==> src/rtl/s2af_pkg.sv <==
// shared types and constants for the sample to ascii frame block
`default_nettype none

package s2af_pkg;

    // configuration register indexes
    localparam int unsigned CFG_INDEX_W = 8;
    localparam logic [CFG_INDEX_W-1:0] REG_GAIN   = 8'd0;
    localparam logic [CFG_INDEX_W-1:0] REG_OFFSET = 8'd1;

    // register reset values
    localparam logic [11:0] GAIN_RESET   = 12'd1864;
    localparam logic [11:0] OFFSET_RESET = 12'd103;

    // scaling and position limits
    localparam int unsigned SCALE_SHIFT = 12;
    localparam int unsigned POS_W       = 14;
    localparam logic [POS_W-1:0] POS_MAX = 14'd9999;

    // frame bytes
    localparam logic [7:0] ASCII_ZERO = 8'h30;
    localparam logic [7:0] LINE_FEED  = 8'h0A;
    localparam logic [7:0] CHAR_LT    = 8'h3C;
    localparam logic [7:0] CHAR_DOT   = 8'h2E;
    localparam logic [7:0] CHAR_GT    = 8'h3E;

    // byte positions inside a frame
    localparam logic [2:0] BYTE_OPEN  = 3'd0;
    localparam logic [2:0] BYTE_THOU  = 3'd1;
    localparam logic [2:0] BYTE_POINT = 3'd2;
    localparam logic [2:0] BYTE_HUND  = 3'd3;
    localparam logic [2:0] BYTE_TENS  = 3'd4;
    localparam logic [2:0] BYTE_UNITS = 3'd5;
    localparam logic [2:0] BYTE_CLOSE = 3'd6;
    localparam logic [2:0] BYTE_LF    = 3'd7;

    // four decimal digits of one position
    typedef struct packed {
        logic [3:0] thou;
        logic [3:0] hund;
        logic [3:0] tens;
        logic [3:0] units;
    } digits_t;

    // queue status seen by front and back
    typedef struct packed {
        logic full;
        logic empty;
    } queue_stat_t;

    // leading digit of val for a decimal place weight, val below ten weights
    function automatic logic [3:0] lead_digit(input logic [POS_W-1:0] val,
                                              input logic [POS_W-1:0] weight);
        logic [3:0] d;
        d = 4'd0;
        for (int k = 1; k < 10; k++) begin
            if (val >= POS_W'(k) * weight) begin
                d = 4'(k);
            end
        end
        return d;
    endfunction

    // remainder after taking off the leading digit
    function automatic logic [POS_W-1:0] digit_rem(input logic [POS_W-1:0] val,
                                                   input logic [3:0] d,
                                                   input logic [POS_W-1:0] weight);
        return val - POS_W'(d) * weight;
    endfunction

endpackage

`default_nettype wire

==> src/rtl/s2af_front.sv <==
// front: config registers, scaling and digit split pipeline
`default_nettype none

module s2af_front #(
    parameter int unsigned SAMPLE_BITS = 12
) (
    input  wire logic                              aclk,
    input  wire logic                              aresetn,
    input  wire logic                              cfg_valid,
    output logic                                   cfg_ready,
    input  wire logic [s2af_pkg::CFG_INDEX_W-1:0]  cfg_index,
    input  wire logic [11:0]                       cfg_data,
    input  wire logic                              in_valid,
    output logic                                   in_ready,
    input  wire logic [SAMPLE_BITS-1:0]            in_sample,
    input  wire s2af_pkg::queue_stat_t             q_stat,
    output logic                                   push,
    output s2af_pkg::digits_t                      push_digits
);

    localparam int unsigned PROD_W = SAMPLE_BITS + 12;
    localparam int unsigned SUM_W  =
        ((SAMPLE_BITS > s2af_pkg::POS_W) ? SAMPLE_BITS : s2af_pkg::POS_W) + 1;

    logic [11:0] gain_reg;
    logic [11:0] offset_reg;

    logic                            v1_reg, v2_reg, v3_reg, v4_reg, v5_reg;
    logic [PROD_W-1:0]               prod1_reg;
    logic [s2af_pkg::POS_W-1:0]      pos2_reg;
    logic [3:0]                      thou3_reg, thou4_reg, thou5_reg;
    logic [9:0]                      rem3_reg;
    logic [3:0]                      hund4_reg, hund5_reg;
    logic [6:0]                      rem4_reg;
    logic [3:0]                      tens5_reg, units5_reg;

    logic                            en;
    logic [SUM_W-1:0]                sum;
    logic [s2af_pkg::POS_W-1:0]      pos_next;
    logic [3:0]                      thou_next, hund_next, tens_next;
    logic [s2af_pkg::POS_W-1:0]      rem3_full, rem4_full, rem5_full;

    // config registers, always ready
    assign cfg_ready = 1'b1;

    always_ff @(posedge aclk) begin
        if (!aresetn) begin
            gain_reg   <= s2af_pkg::GAIN_RESET;
            offset_reg <= s2af_pkg::OFFSET_RESET;
        end else if (cfg_valid) begin
            case (cfg_index)
                s2af_pkg::REG_GAIN:   gain_reg   <= cfg_data;
                s2af_pkg::REG_OFFSET: offset_reg <= cfg_data;
                default: ;
            endcase
        end
    end

    // whole pipeline holds while the last stage waits on a full queue
    assign en       = !(v5_reg && q_stat.full);
    assign in_ready = en;
    assign push     = v5_reg && !q_stat.full;
    assign push_digits = '{thou: thou5_reg, hund: hund5_reg,
                           tens: tens5_reg, units: units5_reg};

    // scale, offset and saturate
    always_comb begin
        sum = SUM_W'(prod1_reg[PROD_W-1:s2af_pkg::SCALE_SHIFT]) + SUM_W'(offset_reg);
        if (sum > SUM_W'(s2af_pkg::POS_MAX)) begin
            pos_next = s2af_pkg::POS_MAX;
        end else begin
            pos_next = sum[s2af_pkg::POS_W-1:0];
        end
    end

    // one decimal digit per stage, the last stage gives tens and units
    always_comb begin
        thou_next = s2af_pkg::lead_digit(pos2_reg, 14'd1000);
        rem3_full = s2af_pkg::digit_rem(pos2_reg, thou_next, 14'd1000);
        hund_next = s2af_pkg::lead_digit(14'(rem3_reg), 14'd100);
        rem4_full = s2af_pkg::digit_rem(14'(rem3_reg), hund_next, 14'd100);
        tens_next = s2af_pkg::lead_digit(14'(rem4_reg), 14'd10);
        rem5_full = s2af_pkg::digit_rem(14'(rem4_reg), tens_next, 14'd10);
    end

    // stage valid bits
    always_ff @(posedge aclk) begin
        if (!aresetn) begin
            v1_reg <= 1'b0;
            v2_reg <= 1'b0;
            v3_reg <= 1'b0;
            v4_reg <= 1'b0;
            v5_reg <= 1'b0;
        end else if (en) begin
            v1_reg <= in_valid;
            v2_reg <= v1_reg;
            v3_reg <= v2_reg;
            v4_reg <= v3_reg;
            v5_reg <= v4_reg;
        end
    end

    // stage payload
    always_ff @(posedge aclk) begin
        if (en) begin
            prod1_reg  <= PROD_W'(gain_reg) * PROD_W'(in_sample);
            pos2_reg   <= pos_next;
            thou3_reg  <= thou_next;
            rem3_reg   <= rem3_full[9:0];
            thou4_reg  <= thou3_reg;
            hund4_reg  <= hund_next;
            rem4_reg   <= rem4_full[6:0];
            thou5_reg  <= thou4_reg;
            hund5_reg  <= hund4_reg;
            tens5_reg  <= tens_next;
            units5_reg <= rem5_full[3:0];
        end
    end

endmodule

`default_nettype wire

==> src/rtl/s2af_queue.sv <==
// digit queue between front and back
`default_nettype none

module s2af_queue #(
    parameter int unsigned DEPTH = 4
) (
    input  wire logic                  aclk,
    input  wire logic                  aresetn,
    input  wire logic                  push,
    input  wire s2af_pkg::digits_t     push_digits,
    input  wire logic                  pop,
    output s2af_pkg::digits_t          pop_digits,
    output s2af_pkg::queue_stat_t      q_stat
);

    localparam int unsigned PTR_W = $clog2(DEPTH);
    localparam int unsigned CNT_W = $clog2(DEPTH + 1);

    s2af_pkg::digits_t  entry_reg [DEPTH];
    logic [PTR_W-1:0]   wr_ptr_reg, rd_ptr_reg;
    logic [CNT_W-1:0]   count_reg;

    assign q_stat.full  = (count_reg == CNT_W'(DEPTH));
    assign q_stat.empty = (count_reg == '0);
    assign pop_digits   = entry_reg[rd_ptr_reg];

    // pointers and fill count
    always_ff @(posedge aclk) begin
        if (!aresetn) begin
            wr_ptr_reg <= '0;
            rd_ptr_reg <= '0;
            count_reg  <= '0;
        end else begin
            if (push) begin
                wr_ptr_reg <= (wr_ptr_reg == PTR_W'(DEPTH - 1)) ? '0 : wr_ptr_reg + 1'b1;
            end
            if (pop) begin
                rd_ptr_reg <= (rd_ptr_reg == PTR_W'(DEPTH - 1)) ? '0 : rd_ptr_reg + 1'b1;
            end
            if (push && !pop) begin
                count_reg <= count_reg + 1'b1;
            end else if (pop && !push) begin
                count_reg <= count_reg - 1'b1;
            end
        end
    end

    // entry storage
    always_ff @(posedge aclk) begin
        if (push) begin
            entry_reg[wr_ptr_reg] <= push_digits;
        end
    end

endmodule

`default_nettype wire

==> src/rtl/s2af_back.sv <==
// back: frame serializer with output register
`default_nettype none

module s2af_back (
    input  wire logic                  aclk,
    input  wire logic                  aresetn,
    input  wire s2af_pkg::queue_stat_t q_stat,
    input  wire s2af_pkg::digits_t     pop_digits,
    output logic                       pop,
    output logic                       m_tvalid,
    input  wire logic                  m_tready,
    output logic [7:0]                 m_tdata,
    output logic                       m_tlast
);

    s2af_pkg::digits_t cur_reg;
    logic [2:0]        idx_reg;
    logic              tvalid_reg;
    logic [7:0]        tdata_reg;
    logic              tlast_reg;

    logic              slot_free;
    logic              emit;
    logic [7:0]        byte_next;

    assign m_tvalid = tvalid_reg;
    assign m_tdata  = tdata_reg;
    assign m_tlast  = tlast_reg;

    // a frame starts only with a queued entry, later bytes need just the slot
    assign slot_free = !tvalid_reg || m_tready;
    assign pop       = slot_free && (idx_reg == s2af_pkg::BYTE_OPEN) && !q_stat.empty;
    assign emit      = slot_free && ((idx_reg != s2af_pkg::BYTE_OPEN) || !q_stat.empty);

    // byte select
    always_comb begin
        case (idx_reg)
            s2af_pkg::BYTE_OPEN:  byte_next = s2af_pkg::CHAR_LT;
            s2af_pkg::BYTE_THOU:  byte_next = s2af_pkg::ASCII_ZERO + 8'(cur_reg.thou);
            s2af_pkg::BYTE_POINT: byte_next = s2af_pkg::CHAR_DOT;
            s2af_pkg::BYTE_HUND:  byte_next = s2af_pkg::ASCII_ZERO + 8'(cur_reg.hund);
            s2af_pkg::BYTE_TENS:  byte_next = s2af_pkg::ASCII_ZERO + 8'(cur_reg.tens);
            s2af_pkg::BYTE_UNITS: byte_next = s2af_pkg::ASCII_ZERO + 8'(cur_reg.units);
            s2af_pkg::BYTE_CLOSE: byte_next = s2af_pkg::CHAR_GT;
            default:              byte_next = s2af_pkg::LINE_FEED;
        endcase
    end

    // control: byte index and output valid
    always_ff @(posedge aclk) begin
        if (!aresetn) begin
            idx_reg    <= s2af_pkg::BYTE_OPEN;
            tvalid_reg <= 1'b0;
        end else begin
            if (emit) begin
                idx_reg    <= idx_reg + 3'd1;
                tvalid_reg <= 1'b1;
            end else if (m_tready) begin
                tvalid_reg <= 1'b0;
            end
        end
    end

    // payload
    always_ff @(posedge aclk) begin
        if (pop) begin
            cur_reg <= pop_digits;
        end
        if (emit) begin
            tdata_reg <= byte_next;
            tlast_reg <= (idx_reg == s2af_pkg::BYTE_LF);
        end
    end

`ifndef SYNTHESIS
    // the marked byte is the line feed
    a_last_is_lf: assert property (@(posedge aclk) disable iff (!aresetn)
        tvalid_reg && tlast_reg |-> tdata_reg == s2af_pkg::LINE_FEED)
        else $error("last byte is not a line feed");

    // a finished frame leaves the index wrapped to the opening byte
    a_last_wraps: assert property (@(posedge aclk) disable iff (!aresetn)
        tvalid_reg && tlast_reg |-> idx_reg == s2af_pkg::BYTE_OPEN)
        else $error("byte index not wrapped after last byte");

    // a new frame is only started from a queued entry
    a_pop_nonempty: assert property (@(posedge aclk) disable iff (!aresetn)
        pop |-> !q_stat.empty && idx_reg == s2af_pkg::BYTE_OPEN)
        else $error("frame started without queued digits");
`endif

endmodule

`default_nettype wire

==> src/rtl/sample_to_ascii_frame_top.sv <==
// top level of the sample to ascii frame block
//
// One converter sample comes in on the s_ channel; for each one an 8-byte
// ascii frame "<d.ddd>" plus a line feed leaves on the m_ channel, one byte a
// request, with m_tlast on the line feed. The value printed is
// floor(gain * sample / 4096) + offset, saturated at 9999.
// gain and offset are written through the cfg_ channel (index 0 and 1, other
// indexes ignored); cfg_ready is always high. Write them only while idle.
// The first byte of a frame passes the five pipeline stages, the queue and the
// output register after the sample is accepted.
// Throughput: the serializer sends one byte a cycle while m_tready is high;
// the front takes a sample every cycle until the digit queue
// (QUEUE_DEPTH frames) fills, then s_tready drops.
// When the receiver stalls, the output byte holds, the serializer stops and the
// queue and front back up in turn. Synchronous reset clears the pipeline, the
// queue and the output, and loads gain 1864 and offset 103.
`default_nettype none

module sample_to_ascii_frame_top #(
    parameter int unsigned SAMPLE_BITS = 12,
    parameter int unsigned QUEUE_DEPTH = 4
) (
    input  wire logic                                aclk,
    input  wire logic                                aresetn,
    // configuration write channel
    input  wire logic                                cfg_valid,
    output logic                                     cfg_ready,
    input  wire logic [s2af_pkg::CFG_INDEX_W-1:0]    cfg_index,
    input  wire logic [11:0]                         cfg_data,
    // sample input
    input  wire logic                                s_tvalid,
    output logic                                     s_tready,
    input  wire logic [((SAMPLE_BITS+7)/8)*8-1:0]    s_tdata,  // sample, zero pad
    // frame output
    output logic                                     m_tvalid,
    input  wire logic                                m_tready,
    output logic [7:0]                               m_tdata,  // char_out
    output logic                                     m_tlast   // last
);

    s2af_pkg::queue_stat_t q_stat;
    s2af_pkg::digits_t     push_digits;
    s2af_pkg::digits_t     pop_digits;
    logic                  push;
    logic                  pop;

    s2af_front #(
        .SAMPLE_BITS(SAMPLE_BITS)
    ) u_front (
        .aclk        (aclk),
        .aresetn     (aresetn),
        .cfg_valid   (cfg_valid),
        .cfg_ready   (cfg_ready),
        .cfg_index   (cfg_index),
        .cfg_data    (cfg_data),
        .in_valid    (s_tvalid),
        .in_ready    (s_tready),
        .in_sample   (s_tdata[SAMPLE_BITS-1:0]),
        .q_stat      (q_stat),
        .push        (push),
        .push_digits (push_digits)
    );

    s2af_queue #(
        .DEPTH(QUEUE_DEPTH)
    ) u_queue (
        .aclk        (aclk),
        .aresetn     (aresetn),
        .push        (push),
        .push_digits (push_digits),
        .pop         (pop),
        .pop_digits  (pop_digits),
        .q_stat      (q_stat)
    );

    s2af_back u_back (
        .aclk       (aclk),
        .aresetn    (aresetn),
        .q_stat     (q_stat),
        .pop_digits (pop_digits),
        .pop        (pop),
        .m_tvalid   (m_tvalid),
        .m_tready   (m_tready),
        .m_tdata    (m_tdata),
        .m_tlast    (m_tlast)
    );

endmodule

`default_nettype wire
==> config.mk <==
export PLATFORM = sky130hd
export DESIGN_NAME = sample_to_ascii_frame_top
export DESIGN_NICKNAME = d
export VERILOG_FILES = /design/src/rtl/s2af_pkg.sv /design/src/rtl/s2af_front.sv /design/src/rtl/s2af_queue.sv /design/src/rtl/s2af_back.sv /design/src/rtl/sample_to_ascii_frame_top.sv
export SDC_FILE = /design/constraint.sdc
export NUM_CORES = 1
export LEC_CHECK = 0
export ABC_AREA = 1
export ABC_CLOCK_PERIOD_IN_PS = 10200
export BUFFER_PORTS_ARGS = -buffer_cell sky130_fd_sc_hd__buf_2
export CORE_ASPECT_RATIO = 1.2
export CORE_MARGIN = 5
export CORE_UTILIZATION = 40
export DETAILED_ROUTE_END_ITERATION = 16
export PLACE_DENSITY = 0.61
export SETUP_SLACK_MARGIN = 0.5
export SLEW_MARGIN = 40
export SYNTH_ARGS = -nofsm -noshare
export SYNTH_HDL_FRONTEND = slang
export SYNTH_SLANG_ARGS = --single-unit
==> constraint.sdc <==
create_clock -name aclk -period 10.2 [get_ports aclk]
set_input_delay 1.02 -clock aclk [delete_from_list [all_inputs] [get_ports aclk]]
set_output_delay 1.02 -clock aclk [all_outputs]
set_load 0.05 [all_outputs]
Yosys cells after proc, flatten, opt, wreduce, memory -nomap -nowiden
Memory sizes are Yosys's and may differ from the RTL's. A register that Yosys moved wholly into a read port is not among the register bits.
Cells that the tools add are included.
- bits in registers: 132
- bits in writable memories: 64
- input bits: 41
- output and inout port bits: 12
- logic and storage cells: 141
- memories: 1
- memories (memory ; words ; bits a word ; read ports ; clocked after memory_dff ; wr ports ; line ; text):
    u_queue.entry_reg ; 4 ; 16 ; 1 ; 1 ; 1 ; s2af_queue.sv:19 ; s2af_pkg::digits_t entry_reg [DEPTH];
- add/subtract/negate cells: 13
- multiply operators: 4
- order comparisons: 28
- equality and inequality tests: 11
- multiplexer cells: 36
- reduce and logical (&&, ||, !) cells: 23
- operators with widths (kind ; count):
    14-bit by 13-bit >= comparator with 1-bit output (second input constant) ; 4
    8-bit one-hot mux with 7 select lines ; 1
    3-bit 2-to-1 mux ; 14
    10-bit >= comparator (second input constant) ; 4
    10-bit by 9-bit >= comparator with 1-bit output (second input constant) ; 3
    6-bit by 4-bit adder with 7-bit output (first input constant) ; 4
    14-bit by 12-bit >= comparator with 1-bit output (second input constant) ; 2
    12-bit by 12-bit multiplier with 24-bit output ; 1
    4-bit 2-to-1 mux ; 6
    7-bit by 6-bit >= comparator with 1-bit output (second input constant) ; 3
    7-bit >= comparator (second input constant) ; 3
    2-bit 2-to-1 mux ; 8
    3-bit == test (second input constant) ; 5
    15-bit by 14-bit greater-than comparator with 1-bit output (second input constant) ; 1
    14-bit by 10-bit >= comparator with 1-bit output (second input constant) ; 1
    14-bit by 11-bit >= comparator with 1-bit output (second input constant) ; 1
    14-bit >= comparator (second input constant) ; 1
    7-bit by 5-bit >= comparator with 1-bit output (second input constant) ; 2
    12-bit by 12-bit adder with 13-bit output ; 1
    10-bit by 7-bit >= comparator with 1-bit output (second input constant) ; 1
    10-bit by 8-bit >= comparator with 1-bit output (second input constant) ; 1
    10-bit subtractor ; 1
    8-bit by 1-bit == test with 1-bit output (second input constant) ; 1
    8-bit logical NOT ; 1
    20 further kinds ; 45

Longest topological paths before layout
Gate-level depths: netlist of the first run.
- depth after elaboration: 12
- gate-level depth with buffers: 26

Cells and area by module
Synthesis of the first run repeated with hierarchy kept, for this count alone.
- cells, all modules: 1546
- area, all modules: 14026.0 µm²
- by module, submodules not included (module ; times used ; cells each ; area an instance (µm²) ; sequential area each (µm²)):
    s2af_front ; 1 ; 1223 ; 10012.1 ; 2682.6
    s2af_queue ; 1 ; 213 ; 2817.7 ; 2102.0
    s2af_back ; 1 ; 110 ; 1196.1 ; 770.7

Worst setup path before layout of the first run
OpenSTA, ideal clock, no wires.
- path type: input port to flip-flop
- start: in s_tdata[5]
- end: reg u_front.prod1_reg[22] (data pin)
- setup time: 0.265 ns
- arrival time: 5.219 ns
- data required time: 9.935 ns
- path slack: 4.716 ns
- cell stages on the path: 17
- path buffers: 1
- path through: clkbuf_1 > nand2_1 > fa_1 > inv_1 > fa_1 > fa_1 > fa_1 > inv_1 > fa_1 > inv_1 > ha_1 > a21oi_1 > o21ai_0 > o21bai_1 > a21oi_1 > o21ai_0 > xor2_1
- longest elaborated chain between the ends: 1
- ends and longest elaborated chain (element ; line ; text):
    from (decl) ; sample_to_ascii_frame_top.sv:33 ; input wire logic [((SAMPLE_BITS+7)/8)*8-1:0] s_tdata,
    12-bit by 12-bit multiplier with 24-bit output ; s2af_front.sv:106 ; prod1_reg <= PROD_W'(gain_reg) * PROD_W'(in_sample);
    to (signal assigned) ; s2af_front.sv:106 ;
    to (decl) ; s2af_front.sv:29 ; logic [PROD_W-1:0] prod1_reg;
No other way between the ends.
A chain may end at the register's enable or synchronous reset.

Worst setup path in the final report of the first run
Same ends and word-level chain as after synthesis.

==> run summary, run 1 <==
Max layer used: met4
Post-CTS Setup Bufs: 0
Initial antenna violation count: 0
Worst hold-check path type: flop to flop
Routability cong.: 0.8298
CP endpoint kind: flop
Share of cells above drive strength 1: 7.485%
Filler cells: 3182
Post-Route WL: 26.31 mm
Total Power: 3.772 mW
Largest register FFs: 64
TritonCTS clock tree: yes
Die ar.: 0.03769 mm^2
CP Max Fanout: 12
Cell area after synthesis: 0.01356 mm^2
Routed length per instance: 13.61 um
Mapped Cells: 1445
Crit share post-route: 54.23%
Area Growth Syn to Fin: 9.369%
Hpwl dp: 20.32 mm
CTS Sinks: 197
Syn avg cell area: 9.381 um^2
Max Cap Violations: 0
Iter 0 DRT Violations: 464
Vias per cell: 4.829
Number of global-route vias before repair: 9649
Final setup viols: 0
Inst Count DP: 1901
Synth unique cells: 43
Hold Buf Count CTS: 0
Via count: 9334
Reg area: 0.005515 mm^2
# nets final: 1719
Ports: 53
Chip Height: 211.7 um
Startpoint types: primary input
RSZ-0062 raised after global routing: false
CTS root buffer: clkbuf_16
Row cnt: 73
TNS Setup: 0 ns
Cell Pwr Density: 254.4 mW/mm^2
TritonCTS buffer count: 17
WL met3: 646 um
Yosys warning total: 0
Detail Route Antenna Nets: 0
Critical path class: primary input to flop
Number of diodes: 0
Skew final: 0.008978 ns
Slew @ Worst Pin: 0.6966 ns
First-pass GRT wire length: 44.83 mm
Port bufs: 45
DR DRC count: 0
Metal2 WL: 14.28 mm
Data arrival, critical path: 5.69 ns
GR Util All Layers: 14.53%
Worst-Skew Late Latency: 0.41 ns
Post-CTS Resized: 0
Critical Path RT: 10.35 ns
Final Max Tran Viols: 0
Post-synth EDFFs: 157
Slew HR: 53.50%
Top achievable clock speed: 180.8 MHz
Status: completed
CTS clk-pin slew, worst paths: 0.07 ns
Area of the multi-input gates: 0.006805 mm^2
Post-synth ARST share: 0%
Finished Layout Cells: 1933
FF+latch count, synth: 197
DR pass1 iterations: 6
Initial Util: 40.66%
Largest net degree at the start of global routing: 45
Leakage: 7.115 nW
Prevailing post-synth register cell: edfxtp_1
Die Span X: 178.1 um
Sequential-to-total area share from yosys stat: 40.69%
Final hold viol count: 0
H-tree depth: 4
Max clock buf depth: 2
Min Clock Period, post-route: 5.531 ns
Total gr overflow: 0
Core area: 0.03334 mm^2
Met1 WL: 10.75 mm
Peak supply drop: 106.0 uV
==> critical path, cell delays in order <==
cell and delay (ns):
buf_2 0.24, nand2_1 0.12, fa_1 0.55, inv_1 0.05
fa_1 0.54, fa_1 0.46, fa_1 0.54, inv_1 0.05
fa_1 0.53, inv_1 0.04, ha_1 0.34, a21oi_1 0.19
o21ai_0 0.11, o21bai_1 0.16, a21oi_1 0.32, o21ai_0 0.22
xor2_1 0.19
==> power breakdown <==
group | total (mW) | leakage [nW] | internal [mW] | switching (mW)
registers | 1.36 | 1.89 | 1.23 | 0.131
logic | 1.76 | 4.94 | 0.655 | 1.11
clock network | 0.653 | 0.289 | 0.375 | 0.278
total | 3.77 | 7.11 | 2.26 | 1.51
==> cell usage after synthesis, drive strengths merged (3+ instances only) <==
library cell	instances	area [um^2]
o21bai	7	52.55
o211ai	7	52.55
xnor2	12	105.1
nand4	6	37.54
nand2	291	1107
a211oi	4	30.03
a21o	5	37.54
nor4	5	43.79
edfxtp	157	4715
nand3b	3	22.52
o21ai	94	478.0
nand3	24	125.1
xor2	25	219.0
o22ai	16	100.1
a21oi	71	366.6
o31ai	3	22.52
dfxtp	40	800.8
clkbuf	39	146.4
a31oi	6	37.54
fa	106	2122
buf	5	35.03
ha	102	1276
inv	293	1100
nor3	5	30.03
nor2	110	427.9
==> per-layer routing <==
layer / vias up / track usage (%)
li1: 4651 / -
met1: 4490 / 16.44
met2: 148 / 27.98
met3: 45 / 1.679
met4: 0 / 4.936
met5: - / 0
==> cell families after synthesis <==
family | count (synthesis) | share of synthesized area [%]
compound gates | 219 | 9.064
xor+xnor | 37 | 2.391
fa+ha+maj | 208 | 25.07
buf+inv | 337 | 9.452
flops | 197 | 40.69
other cells | 2 | 0.05540
simple gates | 445 | 13.28
==> cells in the final DEF (no fill, tap or decap), drive strengths merged, types with 4 or more instances in the layout <==
master and n:
a211oi 4, a21o 5, a21oi 71, a31oi 6, buf 49, clkbuf 23, dfxtp 40, edfxtp 157
fa 106, ha 102, inv 298, nand2 291, nand3 24, nand4 6, nor2 110, nor3 5
nor4 5, o211ai 7, o21ai 94, o21bai 7, o22ai 16, xnor2 12, xor2 25
==> area by class of cell <==
type / instances / area share [%]
clock inverter: 9 / 0.5823
tap: 450 / 3.798
multi-input combinational: 912 / 45.90
timing repair buffer: 49 / 1.722
inverter: 293 / 7.418
sequential: 197 / 37.20
clock buffer: 23 / 3.376
==> metrics by stage <==
stage	setup slack [ns]	hold WS, ns	area, um^2	util [%]
after floorplan	4.716	0.4003	13560	-
after global placement	4.303	0.4011	14220	42.65
after detailed placement	4.205	0.4057	14240	42.71
after CTS	4.664	0.4196	14830	44.47
after global routing	4.444	0.4229	14830	44.47
final	4.669	0.4148	14830	44.47
==> path summary, 6_finish.rpt <==
kind,start,end,slack [ns],cells after the start
max,s_tdata[5],u_front.prod1_reg[22]$_DFFE_PN_,4.67,17
max reg2reg,u_front.gain_reg[8]$_SDFFE_PN1P_,u_front.prod1_reg[22]$_DFFE_PN_,4.75,16
min reg2reg,u_front.thou4_reg[2]$_DFFE_PN_,u_front.thou5_reg[2]$_DFFE_PN_,0.41,0
min,u_front.thou4_reg[2]$_DFFE_PN_,u_front.thou5_reg[2]$_DFFE_PN_,0.41,0
Power figures use the tool's default switching activity.
==> run 2, diff against run 1 <==
--- a/config.mk
+++ b/config.mk
@@ -5,8 +5,8 @@
 export SDC_FILE = /design/constraint.sdc
 export NUM_CORES = 1
 export LEC_CHECK = 0
-export ABC_AREA = 1
-export ABC_CLOCK_PERIOD_IN_PS = 10200
+export ABC_AREA = 0
+export ABC_CLOCK_PERIOD_IN_PS = 5600
 export BUFFER_PORTS_ARGS = -buffer_cell sky130_fd_sc_hd__buf_2
 export CORE_ASPECT_RATIO = 1.2
 export CORE_MARGIN = 5
==> constraint.sdc (replaced) <==
create_clock -name aclk -period 5.6 [get_ports aclk]
set_input_delay 0.56 -clock aclk [delete_from_list [all_inputs] [get_ports aclk]]
set_output_delay 0.56 -clock aclk [all_outputs]
set_load 0.05 [all_outputs]
==> run 2 against run 1 <==
Critical path type is now flop to flop. Worst setup slack worse by 4.1 ns. Largest power group unchanged. Sequential share of layout area shrank 0.50 points. Routed wire length decreased by 4.3%. Highest routed layer unchanged.
==> run summary, run 2 <==
DR pass1 iterations: 4 (-2)
Worst hold-check path type: primary input to flop
Slew HR: 49.23% (-4.3 points)
CTS clk-pin slew, worst paths: 0.09 ns (+0.02 ns)
Most frequent cells in the layout: inv_1, edfxtp_1, nand2_1
Number of global-route vias before repair: 8580 (-11%)
Power share of the sequential group: 36.6% (+0.6 points)
Post-synthesis mux area share: 5.220% (+5.2 points)
Cell Pwr Density: 455.6 mW/mm^2 (+79%)
Syn avg cell area: 11.51 um^2 (+23%)
Vias per cell: 4.937 (+2.2%)
Crit share post-route: 89.53%
Status: completed
Layout Cell Area excl Fill: 0.01511 mm^2 (+1.9%)
CP most frequent cell: fa_1
Final setup viols: 0 (unchanged)
Min Clock Period, post-route: 5.013 ns
Yosys warning total: 0 (unchanged)
H-tree depth: 4 (unchanged)
Post-synth EDFFs: 157 (unchanged)
Largest net degree at the start of global routing: 72 (+60%)
Iter 0 DRT Violations: 409 (-12%)
Die ar.: 0.03689 mm^2 (-2.1%)
Hold WS: 0.3525 ns (-0.06235 ns)
Sw Pwr: 2.616 mW (+73%)
Prevailing post-synth register cell: edfxtp_1
Largest family of logic cells by synthesized area: adder cells
Area share of the largest cell type after synthesis: 35.57% (+0.79 points)
Sequential-to-total area share from yosys stat: 41.61% (+0.93 points)
Critical path class: flop to flop
Data arrival, critical path: 5.20 ns (-0.49 ns)
Post-Route WL: 25.17 mm (-4.3%)
Port bufs: 45 (unchanged)
Met1 WL: 10.25 mm (-4.7%)
Row cnt: 73 (unchanged)
Logic pwr share: 44.3% (-2.4 points)
Hold Path Cell Cnt: 3 (+3)
Finished Layout Cells: 1671 (-14%)
TritonCTS clock tree: yes
Clock power share: 19.1% (+1.8 points)
Skew final: 0.01495 ns (+0.005970 ns)
Top cells by count, synth: inv_1, edfxtp_1, nand2_1
Worst setup margin: 0.5865 ns (-4.083 ns)
Leakage: 6.494 nW (-8.7%)
Area Growth Syn to Fin: 14.00%
Detail Route Antenna Nets: 0 (unchanged)
WL met3: 581 um (-10%)
Hold Buf Count CTS: 0 (unchanged)
RSZ-0062 raised after global routing: true
Inst Count DP: 1624 (-15%)
CTS Sinks: 197 (unchanged)
Synth unique cells: 65 (+51%)
CTS root buffer: clkbuf_16
Mapped Cells: 1152 (-20%)
# nets final: 1457 (-15%)
Largest cells by area after synthesis: edfxtp_1, fa_1, ha_1
Synth Area in Simple Gates: 11.35% (-1.9 points)
Max Cap Violations: 0 (unchanged)
TritonCTS buffer count: 17 (unchanged)
Slew @ Worst Pin: 0.7615 ns (+0.06492 ns)
Ports: 53 (unchanged)
Core area: 0.03297 mm^2 (-1.1%)
Number of diodes: 0 (unchanged)
Initial Util: 40.20% (-0.46 points)
CP Max Fanout: 4 (-8)
Worst-Skew Late Latency: 0.44 ns (+0.03 ns)
Initial antenna violation count: 0 (unchanged)
Share of cells above drive strength 1: 15.15% (+7.7 points)
CP max stage delay: 0.56 ns (about the same)
Startpoint types: flop
Xor/xnor share of the synthesized area: 2.908% (+0.52 points)
Most common cell after layout, fill and taps aside: inv_1
Int Power: 4.267 mW (+89%)
Max layer used: met4
CP endpoint kind: flop
Largest register FFs: 64 (unchanged)
DR DRC count: 0 (unchanged)
Post-synth ARST share: 0% (unchanged)
Most frequent cell after synthesis: inv_1
Routability cong.: 0.8429 (+1.6%)
Post-DP Area: 0.01408 mm^2 (-1.1%)
Worst R2R Path Depth: 17 (+1)
Hpwl dp: 19.02 mm (-6.4%)
Critical path's slowest cell: fa_1
Largest area contributor in the netlist: edfxtp_1
Via count: 8250 (-12%)
GR Util All Layers: 13.97% (-0.55 points)
Complex-gate fraction of the synthesized area: 6.863% (-2.2 points)
CP Cell Sequence: buf_12, nand2_1, fa_1, inv_1, fa_1, inv_1, fa_1, fa_1, fa_1, inv_1, ha_4, o21a_4, o2111ai_4, a2111oi_4, a21boi_4, a2bb2oi_2, o21ai_1
Max clock buf depth: 2 (unchanged)
Metal2 WL: 13.85 mm (-2.9%)
FF+latch count, synth: 197 (unchanged)
Chip Height: 209.4 um (-1.1%)
Total gr overflow: 0 (unchanged)
Die Span X: 176.2 um (-1.1%)
Sw frac: 38.01% (-2.1 points)
Final Max Tran Viols: 0 (unchanged)
Routed length per instance: 15.06 um (+11%)
Top achievable clock speed: 199.5 MHz
Critical Path RT: 5.79 ns (-4.56 ns)
Peak supply drop: 213.2 uV (+100%)
Final hold viol count: 0 (unchanged)
Cell area after synthesis: 0.01325 mm^2 (-2.2%)
Pre-CTS setup slack: -0.01651 ns (-4.222 ns)
Adder-cell share of the synthesized area: 25.64% (+0.57 points)
First-pass GRT wire length: 42.03 mm (-6.3%)
## run 2: worst max-delay path: cells and delay by family (launching register included)
family	cells	cell delay (ns)
compound gates	6	1.18
fa+ha+maj	6	2.84
buf+inv	4	0.30
flops	1	0.37
simple gates	1	0.07
## run 2: power groups by stage
| stage | registers (mW) | clock network, mW | logic [mW] |
|---|---|---|---|
| final | 2.52 | 1.31 | 3.05 |
| after global placement | 2.55 | 0 | 2.76 |
| after CTS | 2.52 | 1.35 | 2.90 |
| after global routing | 2.58 | 1.41 | 3.45 |
| after detailed placement | 2.56 | 0 | 2.82 |
| after floorplan | 2.53 | 0 | 2.25 |
## run 2: final cells by class
cell class | count | area [um^2]
clock buffer | 17 | 425.4
clock inverter | 15 | 231.5
fill | 3003 | 17860
inverter | 170 | 638.1
multi-input combinational | 739 | 7146
sequential | 197 | 5545
tap | 450 | 563.0
timing repair buffer | 83 | 560.5
## run 2: cell families (layout without fill, tap and decap cells)
kind of cell | Yosys count | after routing
AND/OR/NAND/NOR | 304 | 304
buffers and inverters | 217 | 285
adder cells (fa/ha/maj) | 208 | 208
flip-flops | 197 | 197
AO/OA/AOI/OAI | 131 | 131
multiplexers | 49 | 49
XOR/XNOR | 44 | 44
other | 2 | 3
## run 2: worst paths after layout
| kind | startpoint | end | slack [ns] |
|---|---|---|---|
| worst max-delay path | u_front.gain_reg[7]$_SDFFE_PN0P_ | u_front.prod1_reg[20]$_DFFE_PN_ | 0.59 |
| worst min register to register | u_front.hund4_reg[3]$_DFFE_PN_ | u_front.hund5_reg[3]$_DFFE_PN_ | 0.41 |
| worst min-delay path | cfg_data[9] | u_front.gain_reg[9]$_SDFFE_PN1P_ | 0.35 |
| worst max register to register | u_front.gain_reg[7]$_SDFFE_PN0P_ | u_front.prod1_reg[20]$_DFFE_PN_ | 0.59 |
## run 2: routing by layer
layer,up-vias,GRT usage [%]
met3,30,1.567
met5,-,0
met2,122,26.39
met1,4125,16.31
li1,3973,-
met4,0,4.788
## run 2: what timing repair did
item / 4_1_cts / 5_1_grt
setup buffers: 3 / 12
setup endpoints to repair: 11 / 11
pin swaps: 9 / 24
gates resized for setup: 25 / 27
cloned: 0 / 0
## run 2: stage by stage
stage	util [%]	TNS (ns)	power (mW)
after global routing	45.82	0	7.438
final	45.82	0	6.883
after global placement	42.60	0	5.312
after CTS	44.99	0	6.778
after detailed placement	42.69	-0.02536	5.379
after floorplan	-	0	4.780
